==> src/rtl/icsum_pkg.sv <==
// Types and constants shared by the streaming Internet checksum core.
// No dependencies; imported by icsum_accum and internet_checksum_stream_core.
package icsum_pkg;

   // pseudo-header mode codes held in the control register
   typedef enum logic [1:0] {
      MODE_PLAIN = 2'd0,
      MODE_UDP   = 2'd1,
      MODE_TCP   = 2'd2
   } mode_type;

   localparam logic [7:0]  PROTO_UDP    = 8'd17;
   localparam logic [7:0]  PROTO_TCP    = 8'd6;
   localparam logic [31:0] LEN_BIAS     = 32'd8;
   localparam logic [15:0] COUNT_MAX    = 16'hFFFF;

   // finished buffer: unfolded 32-bit sum and the length flag
   typedef struct packed {
      logic [31:0] sum;
      logic        length_overflow;
   } total_type;

endpackage

==> src/rtl/icsum_accum.sv <==
// Stream state and word accumulation for the Internet checksum core.
// Depends on icsum_pkg; registers the unfolded total of each finished buffer.
module icsum_accum
   import icsum_pkg::*;
(
   input  logic        clock,
   input  logic        reset,
   input  logic        advance,
   input  logic        byte_valid,
   input  logic [7:0]  data_byte,
   input  logic        last_byte,
   input  logic [1:0]  mode,
   output logic        total_valid,
   output total_type   total
);

   logic [31:0] running_sum_ff, running_sum_in;
   logic [7:0]  held_high_ff, held_high_in;
   logic        odd_phase_ff, odd_phase_in;
   logic [15:0] byte_count_ff, byte_count_in;
   logic        overflowed_ff, overflowed_in;
   logic        total_valid_ff, total_valid_in;
   total_type   total_ff, total_in;

   logic [15:0] count_next;
   logic        overflow_next;
   logic [15:0] word;
   logic [31:0] term;
   logic [31:0] sum_with_word;

   // count bytes, flag a count past the 16-bit range
   assign count_next    = byte_count_ff + 16'd1;
   assign overflow_next = overflowed_ff | (byte_count_ff == COUNT_MAX);

   // pair bytes big-endian; a lone final byte is the high byte
   always_comb begin
      if (odd_phase_ff) begin
         word = {held_high_ff, data_byte};
      end else if (last_byte) begin
         word = {data_byte, 8'h00};
      end else begin
         word = 16'h0000;
      end
   end

   assign sum_with_word = running_sum_ff + {16'h0000, word};

   // pseudo-header terms: protocol plus the byte count less LEN_BIAS
   always_comb begin
      unique case (mode)
         MODE_UDP: term = {16'h0000, count_next} - LEN_BIAS + {24'h0, PROTO_UDP};
         MODE_TCP: term = {16'h0000, count_next} - LEN_BIAS + {24'h0, PROTO_TCP};
         default:  term = 32'h0000_0000;
      endcase
   end

   // advance stream state; clear it after the final byte
   always_comb begin
      running_sum_in = running_sum_ff;
      held_high_in   = held_high_ff;
      odd_phase_in   = odd_phase_ff;
      byte_count_in  = byte_count_ff;
      overflowed_in  = overflowed_ff;
      total_valid_in = total_valid_ff;
      total_in       = total_ff;
      if (advance) begin
         total_valid_in = byte_valid & last_byte;
         total_in.sum             = sum_with_word + term;
         total_in.length_overflow = overflow_next;
         if (byte_valid) begin
            if (last_byte) begin
               running_sum_in = 32'h0000_0000;
               held_high_in   = 8'h00;
               odd_phase_in   = 1'b0;
               byte_count_in  = 16'h0000;
               overflowed_in  = 1'b0;
            end else begin
               running_sum_in = sum_with_word;
               held_high_in   = odd_phase_ff ? held_high_ff : data_byte;
               odd_phase_in   = ~odd_phase_ff;
               byte_count_in  = count_next;
               overflowed_in  = overflow_next;
            end
         end
      end
   end

   always_ff @(posedge clock) begin
      if (reset) begin
         running_sum_ff <= 32'h0000_0000;
         held_high_ff   <= 8'h00;
         odd_phase_ff   <= 1'b0;
         byte_count_ff  <= 16'h0000;
         overflowed_ff  <= 1'b0;
         total_valid_ff <= 1'b0;
      end else begin
         running_sum_ff <= running_sum_in;
         held_high_ff   <= held_high_in;
         odd_phase_ff   <= odd_phase_in;
         byte_count_ff  <= byte_count_in;
         overflowed_ff  <= overflowed_in;
         total_valid_ff <= total_valid_in;
      end
   end

   always_ff @(posedge clock) begin
      total_ff <= total_in;
   end

   assign total_valid = total_valid_ff;
   assign total       = total_ff;

endmodule

==> src/rtl/internet_checksum_stream_core.sv <==
//  channel | direction | payload                                | handshake
//  req     | in        | data_byte[7:0], last_byte              | req_valid / req_stall
//  rsp     | out       | checksum_value[15:0], length_overflow  | rsp_valid / rsp_stall
//  csr     | in        | pseudo_header_mode[1:0]                | csr_wr_en
//
// One request per cycle while no stalled result holds the pipeline.
// The pipeline is request register, accumulator, fold and invert into the result register.
// A stalled result holds the whole pipeline; req_stall rises only then.
// Synchronous reset clears stream state, the mode register and all valids.
// Depends on icsum_pkg and icsum_accum.
module internet_checksum_stream_core
   import icsum_pkg::*;
(
   input  logic        clock,
   input  logic        reset,
   input  logic        req_valid,
   output logic        req_stall,
   input  logic [7:0]  req_data_byte,
   input  logic        req_last_byte,
   output logic        rsp_valid,
   input  logic        rsp_stall,
   output logic [15:0] rsp_checksum_value,
   output logic        rsp_length_overflow,
   input  logic        csr_wr_en,
   input  logic [1:0]  csr_pseudo_header_mode
);

   logic [1:0]  mode_ff, mode_in;
   logic        req_valid_ff, req_valid_in;
   logic [7:0]  data_ff, data_in;
   logic        last_ff, last_in;
   logic        rsp_valid_ff, rsp_valid_in;
   logic [15:0] checksum_ff, checksum_in;
   logic        overflow_ff, overflow_in;

   logic        advance;
   logic        total_valid;
   total_type   total;
   logic [16:0] fold_once;
   logic [15:0] fold_twice;

   // move every stage unless a result is stuck at the output
   assign advance   = ~rsp_valid_ff | ~rsp_stall;
   assign req_stall = ~advance;

   // load the mode register on csr_wr_en, else hold it
   always_comb begin
      mode_in = csr_wr_en ? csr_pseudo_header_mode : mode_ff;
   end

   // capture the request
   always_comb begin
      req_valid_in = req_valid_ff;
      data_in      = data_ff;
      last_in      = last_ff;
      if (advance) begin
         req_valid_in = req_valid;
         data_in      = req_data_byte;
         last_in      = req_last_byte;
      end
   end

   icsum_accum u_accum (
      .clock       (clock),
      .reset       (reset),
      .advance     (advance),
      .byte_valid  (req_valid_ff),
      .data_byte   (data_ff),
      .last_byte   (last_ff),
      .mode        (mode_ff),
      .total_valid (total_valid),
      .total       (total)
   );

   // fold carries twice, which always lands in 16 bits, then invert
   assign fold_once  = {1'b0, total.sum[15:0]} + {1'b0, total.sum[31:16]};
   assign fold_twice = fold_once[15:0] + {15'h0000, fold_once[16]};

   always_comb begin
      rsp_valid_in = rsp_valid_ff;
      checksum_in  = checksum_ff;
      overflow_in  = overflow_ff;
      if (advance) begin
         rsp_valid_in = total_valid;
         checksum_in  = ~fold_twice;
         overflow_in  = total.length_overflow;
      end
   end

   always_ff @(posedge clock) begin
      if (reset) begin
         mode_ff      <= MODE_PLAIN;
         req_valid_ff <= 1'b0;
         rsp_valid_ff <= 1'b0;
      end else begin
         mode_ff      <= mode_in;
         req_valid_ff <= req_valid_in;
         rsp_valid_ff <= rsp_valid_in;
      end
   end

   always_ff @(posedge clock) begin
      data_ff     <= data_in;
      last_ff     <= last_in;
      checksum_ff <= checksum_in;
      overflow_ff <= overflow_in;
   end

   assign rsp_valid           = rsp_valid_ff;
   assign rsp_checksum_value  = checksum_ff;
   assign rsp_length_overflow = overflow_ff;

endmodule

==> config.mk <==
export PLATFORM = sky130hd
export DESIGN_NAME = internet_checksum_stream_core
export DESIGN_NICKNAME = d
export VERILOG_FILES = /design/src/rtl/icsum_pkg.sv /design/src/rtl/icsum_accum.sv /design/src/rtl/internet_checksum_stream_core.sv
export SDC_FILE = /design/constraint.sdc
export NUM_CORES = 1
export LEC_CHECK = 0
export BUFFER_PORTS_ARGS = -buffer_cell sky130_fd_sc_hd__buf_2
export CORE_MARGIN = 8
export CORE_UTILIZATION = 29
export CTS_BUF_LIST = sky130_fd_sc_hd__clkbuf_8 sky130_fd_sc_hd__clkbuf_16
export DETAILED_ROUTE_END_ITERATION = 10
export PLACE_DENSITY = 0.42
export SETUP_SLACK_MARGIN = 0.15
export SLEW_MARGIN = 30
export SYNTH_ARGS = -nofsm -noshare
export SYNTH_HDL_FRONTEND = slang
export SYNTH_SLANG_ARGS = --single-unit
==> constraint.sdc <==
create_clock -name clock -period 6.6 [get_ports clock]
set_input_delay 0.66 -clock clock [delete_from_list [all_inputs] [get_ports clock]]
set_output_delay 0.66 -clock clock [all_outputs]
set_load 0.03 [all_outputs]
# [Word level (Yosys, flattened, before mapping)]
# Cells that the tools add are included.
[classes] addsub=8 n_eq_ne=4 muxes=9 bitwise_logic=8 reduce_logical=2
[ops] operator="$pmux 32 s2" n=1
[ops] operator="$mux 16" n=3
[ops] operator="$add 32x16->32" n=1
[ops] operator="$add 32x3->32 const B" n=1
[ops] operator="$add 32x32->32" n=1
[ops] operator="$add 32x5->32 const B" n=1
[ops] operator="$mux 32" n=1
[ops] operator="$add 16x16->17" n=1
[ops] operator="$sub 16x4->17 const B" n=1
[ops] operator="$add 16x1->16" n=1
[ops] operator="$add 16x1->16 const B" n=1
[ops] operator="$eq 16x16->1 const B" n=1
[ops] operator="$mux 8" n=2
[ops] operator="$not 16->16" n=1
[ops] operator="$not 1->1" n=4
[ops] operator="$reduce_and 3->1" n=1
[ops] operator="$eq 2x1->1 const B" n=1
[ops] operator="$eq 2x2->1 const B" n=1
[ops] operator="$mux 1" n=2
[ops] operator="$ne 2x2->1 const B" n=1
[ops] operator="$or 1x1->1" n=2
[ops] operator="$reduce_and 2->1" n=1
[ops] operator="$and 1x1->1" n=1
[totals] regBits=122 in_bits=16 out_inout_bits=19 wordCells=46

# [Longest topological paths before layout]
# Gate-level depths: netlist of the first run.
[depth] word_depth=5 depth_mapped=24 mapped_depth_nobuf=22

# [Modules after synthesis]
# Synthesis of the first run repeated with hierarchy kept, for this count alone.
[hier_totals] hier_cells=1059 area_unflattened_um2=9414.0
[modules_own_cells] mod="icsum_accum" instances=1 cells_per_inst=889 area_per_inst_um2=7526.0 seq_area_each_um2=2172.1
[modules_own_cells] mod="internet_checksum_stream_core" instances=1 cells_per_inst=170 area_per_inst_um2=1888.1 seq_area_each_um2=860.8

# [Worst setup path before layout of the first run]
# Ideal clock, no wire load.
[synth_timing] path_type="reg2reg" startpoint="register u_accum.byte_count_ff[1]" endpoint="register u_accum.total_ff (netlist bit u_accum.total[32]) (data pin)" setup_ps=268 arrival_time_ps=5490 required_time_ps=6332 setup_slack_ps=842 stages_incl_launch_ff=24 n_path_buf=1 cell_sequence="dfxtp_1 -> ha_1 -> buf_2 -> nand3_1 -> xnor2_1 -> inv_1 -> ha_1 -> o2111ai_1 -> a211oi_2 -> mux2_2 -> nor4b_4 -> a41oi_2 -> o21a_1 -> a41o_1 -> ha_1 -> a21o_1 -> a21oi_1 -> nor2_1 -> a211oi_1 -> o31a_1 -> o21ai_1 -> o31a_1 -> a221oi_1 -> xnor3_1"
[synth_between] elab_chain_cells=5 word_cells_on_any_way=6
[synth_rtl] element="from (decl)" line="icsum_accum.sv:20" rtl="logic [15:0] byte_count_ff, byte_count_in;"
[synth_rtl] element="from (signal assigned)" line="icsum_accum.sv:100" rtl="byte_count_ff <= byte_count_in;"
[synth_rtl] element="$add 16x1->16 (*)" line="icsum_accum.sv:32" rtl="assign count_next = byte_count_ff + 16'd1;"
[synth_rtl] element="$sub 16x4->17 (*)" line="icsum_accum.sv:51, icsum_accum.sv:52"
[synth_rtl] element="$add 32x3->32 or $add 32x5->32 (tied branches)" line="icsum_accum.sv:52, icsum_accum.sv:51"
[synth_rtl] element="$pmux 32 s2 (*)" line="icsum_accum.sv:50" rtl="unique case (mode)"
[synth_rtl] element="$add 32x32->32 (*)" line="icsum_accum.sv:68" rtl="total_in.sum = sum_with_word + term;"
[synth_rtl] element="to (signal assigned)" line="icsum_accum.sv:107" rtl="total_ff <= total_in;"
[synth_rtl] element="to (decl)" line="icsum_accum.sv:23" rtl="total_type total_ff, total_in;"
# Every way passes the cells marked *; elsewhere a longest branch is shown, timed or not.
# A chain may end at the register's enable or synchronous reset.

# [Worst setup path in the final report of the first run]
# Ends and elaborated chain as after synthesis.

==> key figures, run 1 <==
Status
  • Outcome: finished clean

Worst setup path
  • Crit Reg-Reg Startpoint: u_accum.byte_count_ff[1]$_SDFFE_PP0P_
  • Max stage delay on crit path: 520 ps
  • CP top delay family: compound AO/OA/AOI/OAI gates
  • End point of the critical path: u_accum.total[32]$_DFFE_PN_
  • Crit-path cells: ha_1, nand3_1, xnor2_1, inv_1, ha_1, o2111ai_1, a211oi_2, buf_4, nand3b_1, xnor2_1, a41oi_2, o21a_1, a41o_1, ha_1, a21o_1, a21oi_1, nor2_1, a211oi_1, o31a_1, o21ai_1, o31a_1, a221oi_1, xnor3_1
  • Worst Setup End Kind: flip-flop
  • Reg-to-Reg End: u_accum.total[32]$_DFFE_PN_
  • CP required: 6780 ps
  • Critical Path Start: u_accum.byte_count_ff[1]$_SDFFE_PP0P_
  • Stages on the worst setup path: 23
  • Critical Path Fanout Max: 7
  • R2r worst-path depth: 23
  • Worst Path Buf+Inv: 2
  • R2r setup slk: 610 ps
  • CP most frequent cell: ha_1
  • WP data arrival: 6170 ps
  • Worst path slowest cell: xnor2_1
  • Nature of the critical path startpoint: flip-flop
  • Setup CP Type: flip-flop to flip-flop

Clocking
  • Clock sinks: 122
  • Max clock buf depth: 2
  • Hold Buf Count CTS: 0
  • Clk_lat worst skew: 430 ps
  • Root buf cell: clkbuf_16
  • CTS tree: built
  • CTS Buf Count: 17
  • Worst-path clk slew: 60 ps
  • H-tree depth: 4

Floorplan
  • DIE AREA: 39,120 um2
  • Vert. Die Dim: 197.8 um
  • Core area: 32,540 um2
  • # rows: 66
  • Chip Width: 197.8 um
  • Num ports: 35
  • Starting Density: 0.2946

STA
  • Final Skew: 11.90 ps
  • Max Slew Vio Count: 0
  • Slew of the pin with the lowest slew margin: 860.6 ps
  • Final Hold Fails: 0
  • Tmin final: 5986 ps
  • RSZ-0062 raised after global routing: false
  • Fmax achieved: 167.0 MHz
  • Rel. slew slack: 0.4114
  • Crit share post-route: 0.9070
  • Fin Setup TNS: 0 ps
  • Count of final setup violators: 0

Drt
  • Routed wire length: 27,230 um
  • Starting DRC count in detailed routing: 480
  • Vias per cell: 5.084
  • Detailed-route DRC error count: 0
  • DR WL/cell: 17.02 um
  • Total number of vias: 8,135
  • Routed Antenna Nets: 0
  • Drt pass-1 iters: 5

Power and ir drop
  • Peak VDD IR: 171.9 uV
  • PwrDens: 188.7 nW/um2
  • Leakage: 4.515 nW

Yosys
  • Synth Warn #: 0
  • Post-Synthesis Cells: 1,119
  • Fraction of registers with async set/reset: 0
  • Syn_nets: 1,212
  • Seq/Total Area, Yosys: 0.3164
  • Main synth FF type: dfxtp_1
  • Post-synth EDFFs: 59
  • Synthesized flop and latch total: 122
  • Synth Cell Area: 9584 um2
  • Syn_area_per_cell: 8.565 um2
  • Synth cell types: 80

Global route
  • Vias in the first global route: 7,726
  • Initial antenna violation count: 0
  • Total congestion overflow: 0
  • Largest net degree at the start of global routing: 64
  • First-pass GRT wire length: 43,200 um
  • Total track usage: 0.1406

Job
  • Max-Cap Viols: 0

Layout
  • Commonest non-fill, non-tap cells in the layout: 112 x nor2_1, 87 x a21oi_1, 79 x nand2_1
  • Finished Cell Area: 10,850 um2
  • Net count, final: 1,238
  • Share of cells above drive strength 1: 0.09758
  • Fillers: 3,447
  • Storage cell area: 3035 um2
  • Area grow syn2layout: 13.21%
  • Commonest non-fill, non-tap cell in the layout: nor2_1
  • Multi-input gate area: 6201 um2
  • Antenna cells: 0

Placement
  • Number of port buffers: 34
  • Post-Place Cell Area: 10,270 um2
  • Placer Congestion: 0.7980
  • Placed wire-length estimate: 20,580 um

Worst hold path
  • Min-delay worst type: primary input to flip-flop
## synth_stat cells, types with 24 or more instances
cell type    n  area, um2
nor2_1     112      420.4
a21oi_1     87      435.4
nand2_1     80      300.3
xnor2_1     75      656.9
ha_1        74      925.9
dfxtp_1     63       1261
edfxtp_1    59       1772
o21ai_0     55      275.3
clkbuf_1    43      161.4
inv_1       40      150.1
nand3_1     38      190.2
a22oi_1     36      270.3
xor2_1      34      297.8
a21o_1      31      232.7
nor3_1      24      120.1
## through the flow
stage,util,hold WS (ps),setup WS [ps],std cells,power [W]
6_report,0.3335,404.2,613.5,1600,0.002047
3_3_place_gp,0.3157,418.9,457.9,1564,0.001191
4_1_cts,0.3325,376.0,331.2,1596,0.002085
5_1_grt,0.3335,371.0,154.4,1600,0.002151
3_5_place_dp,0.3157,411.5,362.4,1564,0.001189
2_1_floorplan,-,400.3,841.9,1119,0.001098
## power by group
group	switching, W	internal, W	total (W)
sequential	0.0000189	0.000844	0.000863
combinational	0.000201	0.000107	0.000308
clock	0.000347	0.000529	0.000876
total	0.000567	0.00148	0.00205
## repair_timing
item                                    in CTS  in global routing
endpoints found under the hold margin        0                  0
endpoints found under the setup margin       0                  1
gates resized for setup                      0                  2
setup buffers                                0                  4
## worst reg2reg max path, delay by kind of cell, from the launching register on
| kind | cells | cell delay [ps] |
|---|---|---|
| AOI/OAI and AO/OA | 12 | 2860 |
| xor gates and xnor gates | 3 | 1120 |
| adders and majority gates | 3 | 800 |
| DFF | 1 | 440 |
| buffers and inverters | 2 | 290 |
| and+or+nand+nor | 3 | 230 |
## flip-flops by register name, indices dropped and copies added (netlist names)
register,flops
data_ff,8
last_ff,1
mode_ff,2
req_valid_ff,1
rsp_checksum_value,16
rsp_length_overflow,1
rsp_valid,1
u_accum.byte_count_ff,16
u_accum.held_high_ff,8
u_accum.odd_phase_ff,1
u_accum.overflowed_ff,1
u_accum.running_sum_ff,32
u_accum.total,33
u_accum.total_valid,1
## logic make-up after synthesis
logic type | Yosys count | share of synthesized area
and+or+nand+nor | 366 | 0.1906
AOI/OAI and AO/OA | 341 | 0.2386
DFF | 122 | 0.3164
xor gates and xnor gates | 113 | 0.1071
buffers and inverters | 94 | 0.03799
adders and majority gates | 77 | 0.1029
muxes | 6 | 0.006397
## final cells by class
type                    count  share of cell area
well taps                 442             0.05097
clock buffers              23             0.04682
inverters                  42             0.01453
multi-input cells         903              0.5715
clock inverters             9            0.003459
flip-flops and latches    122              0.2798
repair buffers             59             0.03298
## routing by layer
metal | up-vias | global-route usage | wire [um]
li1 | 4166 | - | -
met1 | 3851 | 0.1865 | 13390
met2 | 95 | 0.2246 | 12470
met3 | 23 | 0.03056 | 874
met4 | 0 | 0.04452 | 493
met5 | - | 0 | 0
## worst min path at each step
stage | endpoint | slack, ps | startpoint | cells past startpoint
after CTS | data_ff[7]$_DFFE_PN_ | 380 | req_data_byte[7] | 1
after global routing | data_ff[4]$_DFFE_PN_ | 370 | req_data_byte[4] | 1
after floorplan | rsp_length_overflow$_DFFE_PN_ | 400 | u_accum.total[0]$_DFFE_PN_ | 0
final | data_ff[7]$_DFFE_PN_ | 400 | req_data_byte[7] | 1
after global placement | rsp_length_overflow$_DFFE_PN_ | 420 | u_accum.total[0]$_DFFE_PN_ | 0
after detailed placement | rsp_length_overflow$_DFFE_PN_ | 410 | u_accum.total[0]$_DFFE_PN_ | 0
(Power assumes the default switching activity.)
==> run 2: changes to the inputs <==
- CORE_MARGIN: 8 -> default
==> run 2 against run 1 <==
Critical path depth down 1. Worst setup slack got worse by 23 ps. Final area increased by 0.35%. Combinational power is essentially flat. Register-to-register slack got worse by 20 ps. Via count shrank 0.34%. Sequential cell count stayed put. Total power is 1.4% higher. Maximum frequency is 0.39% lower. Die area is 14% lower. Routed wire length is 0.93% lower. Largest power group unchanged.
==> key figures, run 2 (synthesized netlist as in run 1, its figures left out) <==
Status
  • Outcome: finished clean

Floorplan
  • Chip Width: 183.8 um
  • # rows: 66
  • Num ports: 35
  • Core area: 32,540 um2
  • Vert. Die Dim: 183.8 um
  • Starting Density: 0.2946
  • DIE AREA: 33,780 um2

Drt
  • Total number of vias: 8,107
  • Routed wire length: 26,980 um
  • Starting DRC count in detailed routing: 444
  • Drt pass-1 iters: 5
  • Detailed-route DRC error count: 0
  • DR WL/cell: 16.86 um
  • Routed Antenna Nets: 0
  • Vias per cell: 5.067

Clocking
  • Max clock buf depth: 2
  • CTS tree: built
  • Root buf cell: clkbuf_16
  • H-tree depth: 4
  • Clk_lat worst skew: 440 ps
  • CTS Buf Count: 17
  • Worst-path clk slew: 60 ps
  • Clock sinks: 122

Placement
  • Pre-CTS WS: 264.5 ps
  • Number of port buffers: 34
  • Post-Place Cell Area: 10,270 um2
  • Placed wire-length estimate: 20,280 um
  • Placer Congestion: 0.7956
  • # placed instances: 1,564

Layout
  • Area grow syn2layout: 13.60%
  • Post-Layout Cell Count: 1,600
  • Share of cells above drive strength 1: 0.1036
  • Finished Cell Area: 10,890 um2
  • Net count, final: 1,238
  • Commonest non-fill, non-tap cells in the layout: 112 x nor2_1, 87 x a21oi_1, 79 x nand2_1
  • Max reg flops: 33
  • Commonest non-fill, non-tap cell in the layout: nor2_1
  • Fillers: 3,457
  • Multi-input gate area: 6216 um2
  • Antenna cells: 0
  • Storage cell area: 3037 um2

Global route
  • Total congestion overflow: 0
  • Total track usage: 0.1667
  • First-pass GRT wire length: 43,050 um
  • Initial antenna violation count: 0
  • Largest net degree at the start of global routing: 64
  • Vias in the first global route: 7,717

STA
  • Fmax achieved: 166.4 MHz
  • Final worst setup slack: 590.1 ps
  • Tmin final: 6010 ps
  • Max Slew Vio Count: 0
  • Final Skew: 14.28 ps
  • Crit share post-route: 0.9106
  • RSZ-0062 raised after global routing: false
  • Fin Setup TNS: 0 ps
  • Count of final setup violators: 0
  • Rel. slew slack: 0.4085
  • Slew of the pin with the lowest slew margin: 887.3 ps
  • Final Hold Fails: 0

Power and ir drop
  • Peak VDD IR: 174.0 uV
  • Leakage: 4.502 nW
  • PwrDens: 190.7 nW/um2

Worst setup path
  • R2r setup slk: 590 ps
  • WP data arrival: 6190 ps
  • Worst Setup End Kind: flip-flop
  • Nature of the critical path startpoint: flip-flop
  • Critical Path Fanout Max: 13
  • Setup CP Type: flip-flop to flip-flop
  • CP required: 6780 ps

Worst hold path
  • Min-delay worst type: primary input to flip-flop

Job
  • Max-Cap Viols: 0
run 2: path summary, 6_finish.rpt:
path | startpoint | end | depth (start not counted)
worst max-delay path | u_accum.byte_count_ff[2]$_SDFFE_PP0P_ | u_accum.total[32]$_DFFE_PN_ | 22
worst min-delay path | req_data_byte[1] | data_ff[1]$_DFFE_PN_ | 1
worst max register to register | u_accum.byte_count_ff[2]$_SDFFE_PP0P_ | u_accum.total[32]$_DFFE_PN_ | 22
worst min register to register | u_accum.total[0]$_DFFE_PN_ | rsp_length_overflow$_DFFE_PN_ | 0
run 2: report_power, final:
part           switching (W)  internal, W
clock network       0.000381     0.000524
registers          0.0000163     0.000843
logic               0.000203     0.000107
run 2: metrics by stage:
stage	util	hold slack, ps	total power (W)
2_1_floorplan	-	400.3	0.001098
3_3_place_gp	0.3157	416.6	0.001188
3_5_place_dp	0.3157	413.0	0.001188
4_1_cts	0.3331	363.0	0.002120
5_1_grt	0.3346	364.7	0.002187
6_report	0.3346	394.8	0.002076
run 2: routing by layer:
| metal | up-vias | GRT usage | wire length [um] |
|---|---|---|---|
| li1 | 4164 | - | - |
| met1 | 3793 | 0.2192 | 13100 |
| met2 | 122 | 0.2732 | 12530 |
| met3 | 28 | 0.02793 | 843 |
| met4 | 0 | 0.06033 | 501 |
| met5 | - | 0 | 0 |
run 2: area by class of cell:
cell class	count	area share
Tap cell	442	0.05079
Timing Repair Buffer	59	0.03287
Multi-Input combinational cell	903	0.5709
Clock inverter	13	0.008389
Sequential cell	122	0.2789
Clock buffer	19	0.04367
Inverter	42	0.01448
run 2: worst max-delay path, stage by stage, from the launching register on:
cell and delay [ps]:
dfxtp_2 460, nand3_1 210, xnor2_2 230, inv_1 130, ha_1 230, o2111ai_1 270, a211oi_2 220, buf_4 160
mux2_2 370, nor4b_4 360, a41oi_2 200, o21a_1 250, a41o_1 220, ha_1 360, a21o_1 220, a21oi_1 140
nor2_1 60, a211oi_1 230, o31a_1 270, o21ai_1 120, o31a_1 320, a221oi_1 270, xnor3_1 450
run 2: what timing repair did:
action | CTS | global route
endpoints found under the hold margin | 0 | 0
hold buffers | 0 | 0
resized for setup | 0 | 5
buffers inserted | 0 | 4
endpoints found under the setup margin | 0 | 1
==> run 3: changes to the inputs <==
- ABC_AREA: default -> 1
- MAX_ROUTING_LAYER: default -> met4
==> run 3 against run 2 <==
Final area up 2.5%. Global-route usage is 0.45 points higher. Maximum frequency is 20% higher. Critical endpoint is now u_accum.total[31]$_DFFE_PN_. Largest cell class unchanged. Largest power group unchanged.
==> key figures, run 3 <==
Clocking
  • Clock sinks: 122
  • Root buf cell: clkbuf_16
  • Worst-path clk slew: 60 ps
  • Clk_lat worst skew: 440 ps
  • CTS tree: built
  • Post-CTS sizing: 0
  • Max clock buf depth: 2
  • Setup Buffers After CTS: 0
  • H-tree depth: 4
  • CTS Buf Count: 17
  • Hold Buf Count CTS: 0

Yosys
  • Synth Warn #: 0
  • Syn_area_per_cell: 7.022 um2
  • Yosys top cell by area: edfxtp_1
  • Synth Cell Area: 9901 um2
  • Syn_nets: 1,503
  • Yosys top cell area share: 0.1789
  • Synthesized flop and latch total: 122
  • Synth cell types: 45
  • Synth top area cells: edfxtp_1 18%, nand2_1 13%, dfxtp_1 13%
  • Seq/Total Area, Yosys: 0.3063
  • Commonest cells post-synth: 344 x nand2_1, 175 x inv_1, 148 x a21oi_1, 107 x nor2_1, 92 x nand3_1
  • Post-synth EDFFs: 59
  • Main synth FF type: dfxtp_1
  • Most frequent cell after synthesis: nand2_1
  • Fraction of registers with async set/reset: 0
  • Post-Synthesis Cells: 1,410

Power and ir drop
  • Leakage: 5.197 nW
  • Design Power: 0.002245 W
  • PwrDens: 201.1 nW/um2
  • Peak VDD IR: 191.9 uV

Drt
  • Starting DRC count in detailed routing: 496
  • Routed wire length: 28,140 um
  • Detailed-route DRC error count: 0
  • Total number of vias: 9,194
  • DR WL/cell: 14.78 um
  • Vias per cell: 4.829
  • Routed Antenna Nets: 0
  • Drt pass-1 iters: 5

STA
  • Final Skew: 9.241 ps
  • Fin Setup TNS: 0 ps
  • Crit share post-route: 0.7583
  • Final Hold Fails: 0
  • Fmax achieved: 199.8 MHz
  • Rel. slew slack: 0.4250
  • Max Slew Vio Count: 0
  • Final worst setup slack: 1596 ps
  • Count of final setup violators: 0
  • Slew of the pin with the lowest slew margin: 862.4 ps
  • Fin Hold WS: 387.6 ps
  • RSZ-0062 raised after global routing: false
  • Tmin final: 5004 ps

Worst setup path
  • Worst Setup End Kind: flip-flop
  • Setup CP Type: flip-flop to flip-flop
  • Crit Reg-Reg Startpoint: u_accum.odd_phase_ff$_SDFFE_PP0P_
  • Nature of the critical path startpoint: flip-flop
  • CP required: 6790 ps
  • Critical Path Fanout Max: 17
  • Critical Path Start: u_accum.odd_phase_ff$_SDFFE_PP0P_
  • WP data arrival: 5200 ps

Floorplan
  • # rows: 67
  • Chip Width: 186.8 um
  • Starting Density: 0.2953
  • Num ports: 35
  • Core area: 33,530 um2
  • Vert. Die Dim: 186.8 um
  • DIE AREA: 34,880 um2

Layout
  • Antenna cells: 0
  • Share of cells above drive strength 1: 0.1010
  • Commonest non-fill, non-tap cell in the layout: nand2_1
  • Max reg flops: 33
  • Net count, final: 1,536
  • Area grow syn2layout: 12.75%
  • Commonest non-fill, non-tap cells in the layout: 342 x nand2_1, 176 x inv_1, 148 x a21oi_1
  • Post-Layout Cell Count: 1,904

Global route
  • Total congestion overflow: 0
  • Largest net degree at the start of global routing: 64
  • Initial antenna violation count: 0
  • Vias in the first global route: 8,740
  • Total track usage: 0.1712
  • First-pass GRT wire length: 45,820 um

Job
  • Max-Cap Viols: 0

Placement
  • Placed wire-length estimate: 22,080 um
  • Placer Congestion: 0.8619
  • Pre-CTS WS: 1649 ps
  • # placed instances: 1,872
  • Number of port buffers: 34

Status
  • Outcome: finished clean

Worst hold path
  • Hold wc startpoint: req_data_byte[4]
  • Min-delay worst type: primary input to flip-flop
run 3: cell count changes after synthesis, moves of 29 or more:
| cell | delta |
|---|---|
| nand3_1 | +54 |
| inv_1 | +135 |
| a22oi_1 | -34 |
| a21oi_1 | +61 |
| nand2_1 | +264 |
| a21o_1 | -29 |
| xnor2_1 | -57 |
run 3: metrics by stage:
step | util | cell area (um2)
floorplan | - | 9901
global placement | 0.3157 | 10590
detailed placement | 0.3157 | 10590
CTS | 0.3329 | 11160
global route | 0.3329 | 11160
finish | 0.3329 | 11160
run 3: cell type report:
| class | count | area (um2) |
|---|---|---|
| Clock inverter | 15 | 150.1 |
| Timing Repair Buffer | 39 | 207.7 |
| Fill cell | 3669 | 22370 |
| Multi-Input combinational cell | 1069 | 6058 |
| Inverter | 194 | 728.2 |
| Sequential cell | 122 | 3033 |
| Clock buffer | 17 | 425.4 |
| Tap cell | 448 | 560.5 |
run 3: layer usage:
layer,wire length (um),track usage
met5,0,-
met4,343,0.04918
met3,955,0.02727
met2,12910,0.2727
met1,13930,0.2232
run 3: logic make-up after synthesis:
logic type,Yosys count,share of synthesized area
adders and majority gates,77,0.09958
and+or+nand+nor,646,0.2890
buffers and inverters,219,0.08303
xor gates and xnor gates,77,0.07039
AOI/OAI and AO/OA,269,0.1516
DFF,122,0.3063
run 3: power by group:
group | switching (W) | internal [W]
Sequential | 0.0000224 | 0.000864
Combinational | 0.000295 | 0.000127
Clock | 0.000382 | 0.000555
Total | 0.000699 | 0.00155
run 3: worst paths after layout:
path	cells after the start	end	slack [ps]
setup / recovery	22	u_accum.total[31]$_DFFE_PN_	1600
hold / removal	1	data_ff[4]$_DFFE_PN_	390
setup reg to reg	22	u_accum.total[31]$_DFFE_PN_	1600
hold reg to reg	0	rsp_length_overflow$_DFFE_PN_	420
run 3: critical path: stages (launching register included):
cell      delay (ps)
dfxtp_1          510
inv_1            280
o21ai_0          240
inv_1             80
ha_1             350
a21oi_1          270
inv_1             60
a31oi_1          210
o21ai_0          150
inv_1             70
nand2_1           90
a21oi_1          280
nor2_1           140
or2_2            300
and2_1           150
ha_1             370
a21oi_1          210
o21ai_0          160
a21oi_1          160
nand3_1          200
a211oi_1         260
nor2_1            70
xor2_1           140
